**src/sv/hcd_pkg.sv**
```systemverilog
`default_nettype none
// ----------------------------------------------------------------------------
// hcd_pkg: shared types and constants for the hotkey chord detector
// Field widths, register map, item and result words, key value codes.
// ----------------------------------------------------------------------------
package hcd_pkg;

    // Default depth of the held-key store
    localparam int DEF_MAX_HELD = 16;

    // Chord shape: groups that are checked and alternatives per group
    localparam int MAX_GROUPS       = 4;
    localparam int MAX_ALTERNATIVES = 4;

    // Register layout of one requirement group
    localparam int REG_GROUPS     = 4;
    localparam int ALTS_PER_REG   = 4;
    localparam int CODE_W         = 10;
    localparam int REQ_EN_LSB     = ALTS_PER_REG * CODE_W;
    localparam int REQ_W          = REQ_EN_LSB + ALTS_PER_REG;

    localparam int LIVE_GROUPS = (MAX_GROUPS < REG_GROUPS) ? MAX_GROUPS : REG_GROUPS;
    localparam int LIVE_ALTS   =
        (MAX_ALTERNATIVES < ALTS_PER_REG) ? MAX_ALTERNATIVES : ALTS_PER_REG;

    // Field widths
    localparam int TYPE_W     = 5;
    localparam int VALUE_W    = 2;
    localparam int REQ_CNT_W  = 3;
    localparam int HELD_CNT_W = 5;
    localparam logic [HELD_CNT_W-1:0] HELD_CNT_MAX = '1;

    // Codes
    localparam logic [TYPE_W-1:0]  KEY_EVENT_TYPE = 5'd1;
    localparam logic [VALUE_W-1:0] KV_RELEASE     = 2'd0;
    localparam logic [VALUE_W-1:0] KV_PRESS       = 2'd1;
    localparam logic               KIND_DEV_ERROR = 1'b1;

    // APB register map (64-bit data, registers at 8*i)
    localparam int APB_DATA_W = 64;
    localparam int PADDR_W    = 6;
    localparam int REG_IDX_W  = 3;
    localparam logic [REG_IDX_W-1:0] REG_KEYBIND_VALID = 3'd0;
    localparam logic [REG_IDX_W-1:0] REG_REQ_COUNT     = 3'd1;
    localparam logic [REG_IDX_W-1:0] REG_REQ_0         = 3'd2;
    localparam logic [REG_IDX_W-1:0] REG_REQ_1         = 3'd3;
    localparam logic [REG_IDX_W-1:0] REG_REQ_2         = 3'd4;
    localparam logic [REG_IDX_W-1:0] REG_REQ_3         = 3'd5;

    typedef logic [CODE_W-1:0] code_t;

    typedef struct packed {
        logic                              keybind_valid;
        logic [REQ_CNT_W-1:0]              req_count;
        logic [REG_GROUPS-1:0][REQ_W-1:0]  req;
    } cfg_t;

    typedef struct packed {
        logic               kind;
        logic [TYPE_W-1:0]  ev_type;
        code_t              ev_code;
        logic [VALUE_W-1:0] key_value;
    } item_t;

    typedef struct packed {
        logic                  chord_detected;
        logic [HELD_CNT_W-1:0] held_count;
        logic                  press_dropped;
    } res_t;

endpackage
`default_nettype wire

```
**src/sv/hcd_key_if.sv**
```systemverilog
`default_nettype none
// ----------------------------------------------------------------------------
// hcd_key_if: keyboard event channel
// Valid/ready channel carrying one event word.
// ----------------------------------------------------------------------------
interface hcd_key_if;
    logic                        valid;
    logic                        ready;
    logic                        kind;
    logic [hcd_pkg::TYPE_W-1:0]  ev_type;
    hcd_pkg::code_t              ev_code;
    logic [hcd_pkg::VALUE_W-1:0] key_value;

    modport source (output valid, kind, ev_type, ev_code, key_value, input ready);
    modport sink   (input valid, kind, ev_type, ev_code, key_value, output ready);
endinterface
`default_nettype wire

```
**src/sv/hcd_res_if.sv**
```systemverilog
`default_nettype none
// ----------------------------------------------------------------------------
// hcd_res_if: detection result channel
// Valid/ready channel carrying one result word.
// ----------------------------------------------------------------------------
interface hcd_res_if;
    logic                           valid;
    logic                           ready;
    logic                           chord_detected;
    logic [hcd_pkg::HELD_CNT_W-1:0] held_count;
    logic                           press_dropped;

    modport source (output valid, chord_detected, held_count, press_dropped, input ready);
    modport sink   (input valid, chord_detected, held_count, press_dropped, output ready);
endinterface
`default_nettype wire

```
**src/sv/hcd_cfg_regs.sv**
```systemverilog
`default_nettype none
// ----------------------------------------------------------------------------
// hcd_cfg_regs: APB configuration registers
// Keybind valid, group count and four requirement group registers.
// ----------------------------------------------------------------------------
module hcd_cfg_regs (
    input  wire logic                               clk,
    input  wire logic                               rst_n,
    input  wire logic                               psel,
    input  wire logic                               penable,
    input  wire logic                               pwrite,
    input  wire logic [hcd_pkg::PADDR_W-1:0]        paddr,
    input  wire logic [hcd_pkg::APB_DATA_W-1:0]     pwdata,
    output logic      [hcd_pkg::APB_DATA_W-1:0]     prdata,
    output logic                                    pready,
    output hcd_pkg::cfg_t                           cfg
);

    hcd_pkg::cfg_t                    cfg_reg;
    logic [hcd_pkg::REG_IDX_W-1:0]    idx;
    logic                             wr;

    assign idx    = paddr[hcd_pkg::PADDR_W-1 -: hcd_pkg::REG_IDX_W];
    assign wr     = psel && penable && pwrite;
    assign pready = 1'b1;
    assign cfg    = cfg_reg;

    always_ff @(posedge clk or negedge rst_n)
    begin
        if (!rst_n)
        begin
            cfg_reg <= '0;
        end
        else if (wr)
        begin
            case (idx)
                hcd_pkg::REG_KEYBIND_VALID: cfg_reg.keybind_valid <= pwdata[0];
                hcd_pkg::REG_REQ_COUNT:
                    cfg_reg.req_count <= pwdata[hcd_pkg::REQ_CNT_W-1:0];
                hcd_pkg::REG_REQ_0: cfg_reg.req[0] <= pwdata[hcd_pkg::REQ_W-1:0];
                hcd_pkg::REG_REQ_1: cfg_reg.req[1] <= pwdata[hcd_pkg::REQ_W-1:0];
                hcd_pkg::REG_REQ_2: cfg_reg.req[2] <= pwdata[hcd_pkg::REQ_W-1:0];
                hcd_pkg::REG_REQ_3: cfg_reg.req[3] <= pwdata[hcd_pkg::REQ_W-1:0];
                default: ;
            endcase
        end
    end

    always_comb
    begin
        case (idx)
            hcd_pkg::REG_KEYBIND_VALID:
                prdata = hcd_pkg::APB_DATA_W'(cfg_reg.keybind_valid);
            hcd_pkg::REG_REQ_COUNT: prdata = hcd_pkg::APB_DATA_W'(cfg_reg.req_count);
            hcd_pkg::REG_REQ_0:     prdata = hcd_pkg::APB_DATA_W'(cfg_reg.req[0]);
            hcd_pkg::REG_REQ_1:     prdata = hcd_pkg::APB_DATA_W'(cfg_reg.req[1]);
            hcd_pkg::REG_REQ_2:     prdata = hcd_pkg::APB_DATA_W'(cfg_reg.req[2]);
            hcd_pkg::REG_REQ_3:     prdata = hcd_pkg::APB_DATA_W'(cfg_reg.req[3]);
            default:                prdata = '0;
        endcase
    end

endmodule
`default_nettype wire

```
**src/sv/hcd_chord_match.sv**
```systemverilog
`default_nettype none
// ----------------------------------------------------------------------------
// hcd_chord_match: parallel chord compare
// Checks every enabled alternative of every group against the held set,
// including a code being added this cycle.
// ----------------------------------------------------------------------------
module hcd_chord_match #(
    parameter int MAX_HELD = hcd_pkg::DEF_MAX_HELD
) (
    input  wire hcd_pkg::cfg_t    cfg,
    input  wire hcd_pkg::code_t   held_codes [MAX_HELD],
    input  wire logic [MAX_HELD-1:0] held_valid,
    input  wire logic             add,
    input  wire hcd_pkg::code_t   add_code,
    output logic                  chord_match
);

    logic [hcd_pkg::MAX_GROUPS-1:0] grp_ok;
    logic [hcd_pkg::MAX_GROUPS-1:0] grp_need;

    always_comb
    begin
        hcd_pkg::code_t alt_code;
        logic           alt_hit;
        grp_ok = '0;
        for (int g = 0; g < hcd_pkg::LIVE_GROUPS; g++)
        begin
            for (int a = 0; a < hcd_pkg::LIVE_ALTS; a++)
            begin
                alt_code = cfg.req[g][a*hcd_pkg::CODE_W +: hcd_pkg::CODE_W];
                alt_hit  = add && (add_code == alt_code);
                for (int i = 0; i < MAX_HELD; i++)
                begin
                    alt_hit = alt_hit || (held_valid[i] && (held_codes[i] == alt_code));
                end
                if (cfg.req[g][hcd_pkg::REQ_EN_LSB + a] && alt_hit)
                begin
                    grp_ok[g] = 1'b1;
                end
            end
        end
    end

    // group g is required while g < requirement_count (saturation is implied)
    always_comb
    begin
        for (int g = 0; g < hcd_pkg::MAX_GROUPS; g++)
        begin
            grp_need[g] = cfg.req_count > hcd_pkg::REQ_CNT_W'(g);
        end
    end

    assign chord_match = cfg.keybind_valid && (&(~grp_need | grp_ok));

endmodule
`default_nettype wire

```
**src/sv/hcd_held_set.sv**
```systemverilog
`default_nettype none
// ----------------------------------------------------------------------------
// hcd_held_set: held-key store and armed flag
// Applies one event word per strobe and forms its result word.
// ----------------------------------------------------------------------------
module hcd_held_set #(
    parameter int MAX_HELD = hcd_pkg::DEF_MAX_HELD
) (
    input  wire logic           clk,
    input  wire logic           rst_n,
    input  wire logic           go,
    input  wire hcd_pkg::item_t item,
    input  wire hcd_pkg::cfg_t  cfg,
    output hcd_pkg::res_t       res
);

    localparam int CNT_W = $clog2(MAX_HELD + 1);
    localparam int SUM_W = (CNT_W > hcd_pkg::HELD_CNT_W) ? CNT_W : hcd_pkg::HELD_CNT_W;

    hcd_pkg::code_t      held_codes_reg [MAX_HELD];
    logic [MAX_HELD-1:0] held_valid_reg;
    logic [MAX_HELD-1:0] held_valid_next;
    logic                armed_reg;
    logic                armed_next;

    logic [MAX_HELD-1:0] hit;
    logic [MAX_HELD-1:0] free;
    logic [MAX_HELD-1:0] first_free;
    logic                is_key;
    logic                is_release;
    logic                is_press;
    logic                add;
    logic                dropped;
    logic                chord_match;
    logic                detected;
    logic [SUM_W-1:0]    cnt;

    always_comb
    begin
        for (int i = 0; i < MAX_HELD; i++)
        begin
            hit[i] = held_valid_reg[i] && (held_codes_reg[i] == item.ev_code);
        end
    end

    assign free       = ~held_valid_reg;
    assign first_free = free & (~free + MAX_HELD'(1));

    assign is_key     = (item.kind != hcd_pkg::KIND_DEV_ERROR)
                     && (item.ev_type == hcd_pkg::KEY_EVENT_TYPE);
    assign is_release = is_key && (item.key_value == hcd_pkg::KV_RELEASE);
    assign is_press   = is_key && (item.key_value == hcd_pkg::KV_PRESS);
    assign add        = is_press && !(|hit) && (|free);
    assign dropped    = is_press && !(|hit) && !(|free);

    hcd_chord_match #(
        .MAX_HELD (MAX_HELD)
    ) u_match (
        .cfg         (cfg),
        .held_codes  (held_codes_reg),
        .held_valid  (held_valid_reg),
        .add         (add),
        .add_code    (item.ev_code),
        .chord_match (chord_match)
    );

    // autorepeat and the unused value three both check the chord
    assign detected = is_key && !is_release && armed_reg && chord_match;

    always_comb
    begin
        if (item.kind == hcd_pkg::KIND_DEV_ERROR)
        begin
            held_valid_next = '0;
            armed_next      = 1'b1;
        end
        else if (is_release)
        begin
            held_valid_next = held_valid_reg & ~hit;
            armed_next      = 1'b1;
        end
        else
        begin
            held_valid_next = add ? (held_valid_reg | first_free) : held_valid_reg;
            armed_next      = armed_reg && !detected;
        end
    end

    always_comb
    begin
        cnt = '0;
        for (int i = 0; i < MAX_HELD; i++)
        begin
            cnt = cnt + SUM_W'(held_valid_next[i]);
        end
    end

    assign res.chord_detected = detected;
    assign res.press_dropped  = dropped;
    assign res.held_count     = (cnt > SUM_W'(hcd_pkg::HELD_CNT_MAX))
                              ? hcd_pkg::HELD_CNT_MAX
                              : cnt[hcd_pkg::HELD_CNT_W-1:0];

    always_ff @(posedge clk or negedge rst_n)
    begin
        if (!rst_n)
        begin
            held_valid_reg <= '0;
            armed_reg      <= 1'b1;
        end
        else if (go)
        begin
            held_valid_reg <= held_valid_next;
            armed_reg      <= armed_next;
        end
    end

    // code store: no reset, an entry is only read while its valid bit is set
    always_ff @(posedge clk)
    begin
        for (int i = 0; i < MAX_HELD; i++)
        begin
            if (go && add && first_free[i])
            begin
                held_codes_reg[i] <= item.ev_code;
            end
        end
    end

endmodule
`default_nettype wire

```
**src/sv/hotkey_chord_detector.sv**
```systemverilog
`default_nettype none
// Word accept to result valid passes the input register, then the result register.
// Throughput: one word per cycle while result.ready keeps up; held-set update and
//   chord compare are combinational, so each word sees the state left by the last.
// Reset (rst_n, async, active low): held set empty, armed, valid and config zero; no
//   clearing pass, the block accepts words as soon as reset is released.
// ----------------------------------------------------------------------------
// hotkey_chord_detector: keyboard chord detector top level
// Input register, held-set compute stage, result register, APB registers.
// ----------------------------------------------------------------------------
module hotkey_chord_detector #(
    parameter int MAX_HELD = hcd_pkg::DEF_MAX_HELD
) (
    input  wire logic                           clk,
    input  wire logic                           rst_n,
    hcd_key_if.sink                             keys,
    hcd_res_if.source                           result,
    input  wire logic                           psel,
    input  wire logic                           penable,
    input  wire logic                           pwrite,
    input  wire logic [hcd_pkg::PADDR_W-1:0]    paddr,
    input  wire logic [hcd_pkg::APB_DATA_W-1:0] pwdata,
    output logic      [hcd_pkg::APB_DATA_W-1:0] prdata,
    output logic                                pready
);

    hcd_pkg::cfg_t  cfg;
    hcd_pkg::item_t item_reg;
    hcd_pkg::res_t  res;
    hcd_pkg::res_t  res_reg;
    logic           in_valid_reg;
    logic           out_valid_reg;
    logic           advance;
    logic           go;

    // ---------------- configuration ----------------
    hcd_cfg_regs u_cfg (
        .clk     (clk),
        .rst_n   (rst_n),
        .psel    (psel),
        .penable (penable),
        .pwrite  (pwrite),
        .paddr   (paddr),
        .pwdata  (pwdata),
        .prdata  (prdata),
        .pready  (pready),
        .cfg     (cfg)
    );

    // ---------------- handshake ----------------
    // Result register frees up when empty or being taken; the input register
    // moves into compute whenever the result register can take the outcome.
    assign advance    = !out_valid_reg || result.ready;
    assign go         = in_valid_reg && advance;
    assign keys.ready = !in_valid_reg || advance;

    // ---------------- input register ----------------
    always_ff @(posedge clk or negedge rst_n)
    begin
        if (!rst_n)
        begin
            in_valid_reg <= 1'b0;
        end
        else if (keys.ready)
        begin
            in_valid_reg <= keys.valid;
        end
    end

    always_ff @(posedge clk)
    begin
        if (keys.ready && keys.valid)
        begin
            item_reg.kind      <= keys.kind;
            item_reg.ev_type   <= keys.ev_type;
            item_reg.ev_code   <= keys.ev_code;
            item_reg.key_value <= keys.key_value;
        end
    end

    // ---------------- held set, armed flag, chord compare ----------------
    hcd_held_set #(
        .MAX_HELD (MAX_HELD)
    ) u_held (
        .clk   (clk),
        .rst_n (rst_n),
        .go    (go),
        .item  (item_reg),
        .cfg   (cfg),
        .res   (res)
    );

    // ---------------- result register ----------------
    always_ff @(posedge clk or negedge rst_n)
    begin
        if (!rst_n)
        begin
            out_valid_reg <= 1'b0;
        end
        else if (go)
        begin
            out_valid_reg <= 1'b1;
        end
        else if (result.ready)
        begin
            out_valid_reg <= 1'b0;
        end
    end

    always_ff @(posedge clk)
    begin
        if (go)
        begin
            res_reg <= res;
        end
    end

    assign result.valid          = out_valid_reg;
    assign result.chord_detected = res_reg.chord_detected;
    assign result.held_count     = res_reg.held_count;
    assign result.press_dropped  = res_reg.press_dropped;

endmodule
`default_nettype wire

```
**src/flat_wrapper.sv**
```systemverilog
// flat-port wrapper written by rule: the top's interface ports become plain ports
module hotkey_chord_detector_flat 
#(
    parameter int MAX_HELD = hcd_pkg::DEF_MAX_HELD
)
  (clk, rst_n, psel, penable, pwrite, paddr, pwdata, prdata, pready, keys_valid, keys_kind, keys_ev_type, keys_ev_code, keys_key_value, keys_ready, result_valid, result_chord_detected, result_held_count, result_press_dropped, result_ready);
  hcd_key_if keys_i ();
  hcd_res_if result_i ();
  input  wire logic clk;
  input  wire logic rst_n;
  input  wire logic psel;
  input  wire logic penable;
  input  wire logic pwrite;
  input  wire logic [hcd_pkg::PADDR_W-1:0] paddr;
  input  wire logic [hcd_pkg::APB_DATA_W-1:0] pwdata;
  output logic      [hcd_pkg::APB_DATA_W-1:0] prdata;
  output logic pready;
  input wire logic [$bits(keys_i.valid)-1:0] keys_valid;
  input wire logic [$bits(keys_i.kind)-1:0] keys_kind;
  input wire logic [$bits(keys_i.ev_type)-1:0] keys_ev_type;
  input wire logic [$bits(keys_i.ev_code)-1:0] keys_ev_code;
  input wire logic [$bits(keys_i.key_value)-1:0] keys_key_value;
  output wire logic [$bits(keys_i.ready)-1:0] keys_ready;
  output wire logic [$bits(result_i.valid)-1:0] result_valid;
  output wire logic [$bits(result_i.chord_detected)-1:0] result_chord_detected;
  output wire logic [$bits(result_i.held_count)-1:0] result_held_count;
  output wire logic [$bits(result_i.press_dropped)-1:0] result_press_dropped;
  input wire logic [$bits(result_i.ready)-1:0] result_ready;
  assign keys_i.valid = keys_valid;
  assign keys_i.kind = keys_kind;
  assign keys_i.ev_type = keys_ev_type;
  assign keys_i.ev_code = keys_ev_code;
  assign keys_i.key_value = keys_key_value;
  assign keys_ready = keys_i.ready;
  assign result_valid = result_i.valid;
  assign result_chord_detected = result_i.chord_detected;
  assign result_held_count = result_i.held_count;
  assign result_press_dropped = result_i.press_dropped;
  assign result_i.ready = result_ready;
  hotkey_chord_detector #(.MAX_HELD(MAX_HELD)) u_core (.clk(clk), .rst_n(rst_n), .keys(keys_i), .result(result_i), .psel(psel), .penable(penable), .pwrite(pwrite), .paddr(paddr), .pwdata(pwdata), .prdata(prdata), .pready(pready));
endmodule
```
**config.mk**
```make
export PLATFORM = sky130hd
export DESIGN_NAME = hotkey_chord_detector_flat
export DESIGN_NICKNAME = d
export VERILOG_FILES = /design/src/sv/hcd_pkg.sv /design/src/sv/hcd_key_if.sv /design/src/sv/hcd_res_if.sv /design/src/sv/hcd_cfg_regs.sv /design/src/sv/hcd_chord_match.sv /design/src/sv/hcd_held_set.sv /design/src/sv/hotkey_chord_detector.sv /design/src/flat_wrapper.sv
export SDC_FILE = /design/constraint.sdc
export NUM_CORES = 2
export LEC_CHECK = 0
export BUFFER_PORTS_ARGS = -buffer_cell sky130_fd_sc_hd__buf_2
export CORE_ASPECT_RATIO = 0.75
export CORE_MARGIN = 5
export CORE_UTILIZATION = 30
export CTS_CLUSTER_DIAMETER = 50
export DETAILED_ROUTE_END_ITERATION = 10
export HOLD_SLACK_MARGIN = 0.08
export PLACE_DENSITY_LB_ADDON = 0.15
export RECOVER_POWER = 100
export SYNTH_ARGS = -nofsm -noshare
export SYNTH_HDL_FRONTEND = slang
export SYNTH_SLANG_ARGS = --single-unit
export TNS_END_PERCENT = 30
```
**constraint.sdc**
```tcl
create_clock -name clk -period 7.3 [get_ports clk]
set_clock_uncertainty 0.1 [all_clocks]
set_input_delay 0.365 -clock clk [delete_from_list [all_inputs] [get_ports clk]]
set_output_delay 0.365 -clock clk [all_outputs]
set_load 0.05 [all_outputs]
```
==> flow_metrics.tcl <==
set metrics [dict create \
    status "complete, but fails checks" \
    violations "capacitance limit, slew limit" \
    firstDrtPassIters 8 \
    antenna_found_initial 13 \
    pwr_density_cell_nw_per_um2 196.0 \
    netlist_instances 5689 \
    finalHoldViolCount 0 \
    grt_pass1_wl_um 412400 \
    portBuffers 124 \
    cap_violations 11 \
    drc 0 \
    max_freq_mhz 148.8 \
    p_clk_share_pct 24.9 \
    syn2layout_area_growth_pct 10.38 \
    clk_path_buf_depth 3 \
    grt_overflow 0 \
    routabilityCongestion 1.014 \
    ff_latch_area_um2 10540 \
    grt_max_degree 117 \
    start_util_pct 30.05 \
    multiInputGateArea_um2 36670 \
    fin_crit_sh_pct 92.08 \
    synth-main-ff-cell "dfrtp_1" \
    p_sw_w 0.004803 \
    synth_seq_cells 384 \
    worstPathMaxFanout 53 \
    dieHeight_um 366.8 \
    routed_via_density 6.108 \
    p_leak_nw 18.52 \
    crit_type "input pin to flip-flop" \
    arrival_ps 7170 \
    die_x_um 485.7 \
    vias 48230 \
    track_usage_pct 33.47 \
    yosysWarnings 0 \
    fin_ws_ps 578.5 \
    synth_seq_area_share_pct 20.69 \
    p_int_w 0.006216 \
    ys_types 68 \
    layout-drive-gt1-share_pct 12.84 \
    crit_required_ps 7750 \
    drtIter0Drc 7409 \
    pwr-share-comb_pct 48.8 \
    setup_viol 0 \
    power_w 0.01102 \
    sw_frac_of_total_pct 43.59 \
    netlist_area_um2 50930 \
    nNetsFinal 5687 \
    cts_setup_buffers 0 \
    grt_pass1_vias 44730 \
    synth_edf_count 185 \
    n_fill_cell 17550 \
    dieArea_um2 178200 \
    synth_area_per_cell_um2 8.952 \
    placed_cell_area_um2 53940 \
    rsz0062_at_grt "false" \
    antenna_left 0 \
    hpwl_um 191000 \
    core-area_um2 169500 \
    cts.sinks 384 \
    max_slew.worst_pin.slew_ps 4773 \
    wl_um 312600 \
    clkTransAtPathRegs_ps 60 \
    hold_path.class "input pin to flip-flop" \
    root_buffer "clkbuf_16" \
    place_ws_ps 901.8 \
    htreeDepth 2 \
    slew_viol_final 412 \
    min_period_ps 6722 \
    ios 169 \
    start_kind "input pin" \
    avgRoutedWirePerCell_um 39.58 \
    cts_tree "done" \
    async_reset_ff_share_pct 51.82 \
    largest_reg_flops 180 \
    worstSetupEndpointType "flip-flop" \
    tns_ps 0 \
    insertion_delay_ps 710 \
    num_rows 131 \
    design_area_um2 56210 \
    ir_drop_v 0.0001857 \
    sequentialPowerShare_pct 26.2 \
    relSlewSlack_pct -218.2 \
    cts_buffers 53 \
]
## kinds of logic after synthesis
group / after synthesis / share of synthesized area [%]
other: 2 / 0.01475
AND/OR/NAND/NOR: 1088 / 12.90
AO/OA/AOI/OAI: 252 / 3.145
flip-flops: 384 / 20.69
adder cells (fa/ha/maj): 15 / 0.5160
multiplexers: 268 / 5.720
buffers and inverters: 798 / 7.447
XOR/XNOR: 2882 / 49.57
## worst paths after layout
kind / slack (ps) / start / cells past startpoint / to
min: 120 / paddr[5] / 3 / u_core.u_cfg.cfg[179]
max reg2reg: 600 / u_core.item_reg[7] / 18 / u_core.result.held_count[4]
min in group asynchronous: 1230 / rst_n / 3 / u_core.u_cfg.cfg[105]
max in group asynchronous: 1540 / rst_n / 4 / u_core.u_cfg.cfg[76]
min reg2reg: 400 / u_core.in_valid_reg / 1 / u_core.result.valid
max: 580 / paddr[3] / 5 / u_core.u_cfg.cfg[146]
## Yosys cell counts, types with 3 or more instances
library cell	instances	area, um^2
clkbuf_1	169	634.4
a31oi_1	6	37.54
nor2b_1	3	18.77
mux2i_1	84	840.8
xnor2_1	1815	15900
o21ai_0	32	160.2
xor2_1	1067	9345
nor4_1	282	1764
nand2b_1	7	43.79
o21bai_1	4	30.03
buf_1	71	266.5
o21a_1	3	22.52
or3_1	20	125.1
nand4_1	563	3522
nor2_1	39	146.4
mux2_2	184	2072
buf_2	499	2497
buf_4	36	270.3
a21o_1	3	22.52
a21boi_0	5	37.54
nand2_1	30	112.6
nor3_1	46	230.2
fa_1	10	200.2
buf_6	5	56.30
inv_1	16	60.06
edfxtp_1	185	5555
nand3_1	65	325.3
nor3b_1	3	22.52
o22ai_1	153	957.2
or4_1	13	97.59
a21oi_1	18	90.09
ha_1	5	62.56
a22oi_1	5	37.54
dfrtp_1	198	4955
## layout by cell type (no fill, tap or decap), drive strengths merged, types with 26 or more instances in the layout
master       netlist  final
mux2i             84     84
clkbuf           169    157
dfrtp            198    198
o21ai             33     33
inv               17     26
buf              611    438
nor4             283    283
nor2              39     39
o22ai            153    153
xor2            1067   1067
nand2             30     30
nand4            563    563
nor3              47     47
nand3             65     65
xnor2           1815   1815
dlygate4sd3        0     68
edfxtp           185    185
mux2             184    184
## power by group through the flow
stage / Combinational [W] / Clock, W / Sequential [W]
floorplan: 0.00415 / 0 / 0.00258
global placement: 0.00512 / 0 / 0.00291
detailed placement: 0.00521 / 0 / 0.00291
CTS: 0.00525 / 0.00281 / 0.00287
global route: 0.00563 / 0.00289 / 0.00289
finish: 0.00538 / 0.00275 / 0.00289
## area by class of cell
cell class | instances | share of cell area [%]
clock inverter | 30 | 0.6678
antenna | 14 | 0.06233
multi-input combinational | 4526 | 65.24
clock buffer | 69 | 2.558
sequential | 384 | 18.75
inverter | 18 | 0.1202
timing repair buffer | 594 | 7.577
tap | 2261 | 5.033
## critical path, stage by stage
cell and delay (ps):
clkbuf_1 3160, nand2b_1 270, nor2_1 1600, clkbuf_2 1200
mux2_2 420
## metrics by stage
step	hold WS, ps	utilization [%]	instances
floorplan	-30.59	-	5708
global placement	186.2	31.83	7715
detailed placement	188.0	31.83	7715
CTS	81.64	33.30	7882
global route	142.1	33.15	7883
finish	115.6	33.17	7896
## layer usage
layer | GRT usage, % | wire, um
met1 | 43.62 | 126100
met3 | 15.88 | 46610
met2 | 45.14 | 119800
met5 | 2.093 | 158
met4 | 17.40 | 19910
## what timing repair did
item	4_1_cts	5_1_grt
hold buffers	68	0
gates resized for setup	0	0
hold endpoints to repair	319	0
Note: power is estimated with default switching activity, not from simulation.
